--- src/tkns_pkg.sv ---
// shared types and codes for the toroidal k-nearest search unit
// used by tkns_ctrl, tkns_dp and the top level; no dependencies
package tkns_pkg;

	// input word kinds carried on s_tuser
	typedef enum logic [1:0] {
		MODE_CLEAR = 2'd0,
		MODE_LOAD  = 2'd1,
		MODE_QUERY = 2'd2
	} mode_t;

	// configuration register indexes
	localparam int CFG_IDX_W = 8;
	localparam logic [CFG_IDX_W-1:0] REG_WORLD_WIDTH  = 8'd0;
	localparam logic [CFG_IDX_W-1:0] REG_WORLD_HEIGHT = 8'd1;

	// controller states
	typedef enum logic [1:0] {
		ST_IDLE,
		ST_SCAN,
		ST_DRAIN,
		ST_EMIT
	} state_t;

	// controller to datapath commands
	typedef struct packed {
		logic clear_tbl;
		logic load_star;
		logic start_query;
		logic scan_step;
		logic emit_step;
	} cmd_t;

	// datapath to controller status
	typedef struct packed {
		logic table_empty;
		logic scan_last;
		logic pipe_busy;
		logic emit_last;
		logic out_free;
	} status_t;

endpackage

--- src/tkns_ctrl.sv ---
// controller state machine: input acceptance, scan, drain and emit sequencing
// depends on tkns_pkg; drives the datapath through cmd_t, reads status_t
module tkns_ctrl import tkns_pkg::*; (
	input  logic        clk,
	input  logic        arst_n,
	input  logic        in_valid,
	input  logic [1:0]  in_mode,
	output logic        in_ready,
	input  status_t     st,
	output cmd_t        cmd
);

	state_t state_q, state_d;
	logic   accept;

	assign accept = in_valid && in_ready;

	// state register
	always_ff @(posedge clk or negedge arst_n) begin
		if (!arst_n) begin
			state_q <= ST_IDLE;
		end else begin
			state_q <= state_d;
		end
	end

	// next state
	always_comb begin
		state_d = state_q;
		case (state_q)
			ST_IDLE: begin
				if (accept && in_mode == MODE_QUERY) begin
					state_d = st.table_empty ? ST_DRAIN : ST_SCAN;
				end
			end
			ST_SCAN: begin
				if (st.scan_last) begin
					state_d = ST_DRAIN;
				end
			end
			ST_DRAIN: begin
				if (!st.pipe_busy) begin
					state_d = ST_EMIT;
				end
			end
			ST_EMIT: begin
				if (st.out_free && st.emit_last) begin
					state_d = ST_IDLE;
				end
			end
			default: state_d = ST_IDLE;
		endcase
	end

	// outputs
	always_comb begin
		in_ready = 1'b0;
		cmd      = '0;
		case (state_q)
			ST_IDLE: begin
				in_ready = 1'b1;
				if (accept) begin
					case (in_mode)
						MODE_CLEAR: cmd.clear_tbl   = 1'b1;
						MODE_LOAD:  cmd.load_star   = 1'b1;
						MODE_QUERY: cmd.start_query = 1'b1;
						default:    cmd             = '0;
					endcase
				end
			end
			ST_SCAN:  cmd.scan_step = 1'b1;
			ST_DRAIN: cmd           = '0;
			ST_EMIT:  cmd.emit_step = st.out_free;
			default:  cmd           = '0;
		endcase
	end

	// a new word is only taken once the scan pipeline is empty
	a_ready_idle: assert property (@(posedge clk) disable iff (!arst_n)
		in_ready |-> !st.pipe_busy)
		else $error("input taken while scan pipeline busy");

	// never read the table when it holds no star
	a_scan_nonempty: assert property (@(posedge clk) disable iff (!arst_n)
		cmd.scan_step |-> !st.table_empty)
		else $error("scan step on empty table");

	// the last emitted word returns the controller to idle
	a_emit_done: assert property (@(posedge clk) disable iff (!arst_n)
		(cmd.emit_step && st.emit_last) |=> in_ready)
		else $error("not idle after last result word");

endmodule

--- config.mk ---
export PLATFORM = sky130hd
export DESIGN_NAME = tkns_ctrl
export DESIGN_NICKNAME = d
export VERILOG_FILES = /design/src/tkns_pkg.sv /design/src/tkns_ctrl.sv
export SDC_FILE = /design/constraint.sdc
export NUM_CORES = 1
export LEC_CHECK = 0
export ABC_AREA = 1
export ABC_CLOCK_PERIOD_IN_PS = 1900
export BUFFER_PORTS_ARGS = -buffer_cell sky130_fd_sc_hd__buf_4
export CORE_AREA = 2 2 39 41
export CTS_CLUSTER_DIAMETER = 100
export DETAILED_ROUTE_END_ITERATION = 10
export DIE_AREA = 0 0 41 43
export PLACE_DENSITY_LB_ADDON = 0.15
export SLEW_MARGIN = 5
export SYNTH_ARGS = -nofsm -noshare
export SYNTH_HDL_FRONTEND = slang
export SYNTH_SLANG_ARGS = --single-unit
--- constraint.sdc ---
create_clock -name clk -period 1.9 [get_ports clk]
set_input_delay 0.38 -clock clk [delete_from_list [all_inputs] [get_ports clk]]
set_output_delay 0.38 -clock clk [all_outputs]
set_load 0.01 [all_outputs]
==> metrics.txt <==
Die Footprint 1760 um^2; Antenna diodes 0; total number of nets in the final design 73; max cap viols 0; master of the slowest instance on the critical path sky130_fd_sc_hd__dfrtp_1; total core area 1380 um^2; CTS tree done; via count of the first global-routing pass 249; H-tree levels 1; leading cell type in the layout, fill and taps excluded sky130_fd_sc_hd__buf_4; highest achievable clock rate 0.586 GHz; type of the setup path with the least slack flop to output port; gate count of the mapped netlist 38; clock-pin transition on the worst setup and hold timing paths 0.03 ns; Placement Cell Area 388 um^2; power density cells 1230 nW/um^2; clock latency at the later pin of the worst-skew pair 0.22 ns; sequential-to-total area share from yosys stat 19.6%; critical path data required time 1.52 ns; GRT overflow 0; crit path capture type output port; crit start category flop; final worst path period share 89.8%; non-filler cells, final 73; CP arrival 1.33 ns; WHS 0.478 ns; cell chain of the critical path inv_1 -> ha_2 -> nand2_2 -> nor3_1 -> buf_4; slew at the pin with the worst max-slew slack 0.231 ns; number of setup violations in the final report 0; number of enable-type register cells in the synthesized netlist 0; Vias per Instance 3.84; total of flip-flops plus latches after synthesis 2; remaining antenna violation count after routing 0; sinks on the clock net 2; Synthesis Warnings 0; Synth async-reset ratio 100%; Top Ports 16; initial antenna violation count 0; unrepaired setup endpoints after global routing no; count of buffers added by post-CTS timing repair for setup 0; largest register by flop count state_q; crit-path max FO 6; number of detailed-routing iterations run before antenna repair 2; Total Negative Setup Slacks 0 ns; largest net degree at the start of global routing 7; commonest cells after routing, fill and taps aside 15 x sky130_fd_sc_hd__buf_4, 10 x sky130_fd_sc_hd__nand2_1, 8 x sky130_fd_sc_hd__inv_1; Routed WL per cell 7.01 um; clock tree buffer depth 2; final WL 512 um; placed cells 69; routed vias 280; y dimension of the die 43 um; layout cell share with drive strength beyond 1 45.6%; Leakage 0.253 nW; global-route wire length before repair 855 um; number of nets produced by synthesis 52; total DRC errors in the routed layout 0; most used flip-flop cell after synthesis sky130_fd_sc_hd__dfrtp_1; Mapped Avg Cell Area 6.72 um^2; number of buffers added on ports 15; total count of hold-check failures in the final report 0; area growth from synthesis to layout 65.7%; Horiz. Die Dim 41 um; clock tree skew after final layout 0.00278 ns; total CTS buffers 3; Netlist Area Pre-Place 255 um^2; outcome finished, final reports clean; Final Core Density 30.6%; maximum ir drop on the vdd rail 0.304 mV; cell area after layout 423 um^2; count of pins over their slew limit 0; number of rows in the core area 14; Final min period 1.71 ns; clock tree root driver cell sky130_fd_sc_hd__clkbuf_4; starting density of the core 18.4%; weighted congestion reported at the end of routability-driven placement 0.601; registers with the highest flip-flop counts state_q: 2 flops; First DRT Iteration DRCs 1; number of distinct standard cells referenced by the synthesized netlist 13; post-DP HPWL 442 um; number of flip-flops in the largest register 2; Global Route Usage Sum 7.33%; slowest cell delay on critical path 0.40 ns; remaining max-slew budget at the tightest pin 84.6%; class of the worst hold path primary input to asynchronous set/reset pin
per-layer routing:
layer	track usage, %	up-vias	share of wire (%)
met3	1.57	0	11
li1	-	152	-
met5	0	-	0
met4	6.00	0	0
met1	7.40	115	39
met2	11.9	13	50
path summary, 6_finish.rpt:
path / start / endpoint / slack, ns / depth (start not counted)
max: state_q[0] / cmd[4] / 0.19 / 5
min: arst_n / state_q[1] / 0.48 / 2
max reg2reg: state_q[0] / state_q[1] / 0.62 / 9
min reg2reg: state_q[1] / state_q[1] / 0.52 / 2
max in group asynchronous: arst_n / state_q[0] / 1.33 / 2
min in group clk: state_q[1] / state_q[1] / 0.52 / 2
cell families (layout without fill, tap and decap cells):
group,Yosys count,count (layout),synth area share (%)
simple gates,20,20,40.7
buf+inv,9,28,13.2
fa+ha+maj,4,4,19.6
compound gates,3,3,6.86
flops,2,2,19.6
critical path, delay by kind of cell (launching register included):
family	cells	cell delay (ns)
and+or+nand+nor	2	0.21
buffers and inverters	2	0.25
adders and majority gates	1	0.24
DFF	1	0.40
power by group:
group	leakage, nW	total [mW]	internal, mW	switching, mW
logic	0.214	0.341	0.159	0.181
clock network	0.0138	0.0933	0.0696	0.0236
registers	0.0249	0.0863	0.0653	0.0210
synthesized netlist by cell type (2+ instances only):
cell                       n  share of area (%)
sky130_fd_sc_hd__nand2_2   4                9.8
sky130_fd_sc_hd__nand3_1   2                3.9
sky130_fd_sc_hd__dfrtp_1   2                 20
sky130_fd_sc_hd__nor2_4    2                8.8
sky130_fd_sc_hd__inv_1     8                 12
sky130_fd_sc_hd__ha_1      4                 20
sky130_fd_sc_hd__nand2_1  10                 15
timing repair:
action | CTS | global route
endpoints found under the hold margin | 2 | 0
setup endpoints to repair | 0 | 1
hold buffers | 1 | 0
gates resized for setup | 0 | 1
through the flow:
stage	total power, mW	worst slack [ns]
floorplan	0.325	0.383
global placement	0.437	0.341
detailed placement	0.432	0.353
CTS	0.534	0.101
global route	0.583	0.0726
finish	0.520	0.195
layout make-up:
| cell class | count | area [um^2] |
|---|---|---|
| inverters | 9 | 33.8 |
| clock buffers | 3 | 22.5 |
| well taps | 16 | 20.0 |
| fillers | 164 | 961 |
| multi-input cells | 27 | 174 |
| repair buffers | 16 | 123 |
| flip-flops and latches | 2 | 50.0 |
No activity file was read; power rests on OpenSTA's default activity.
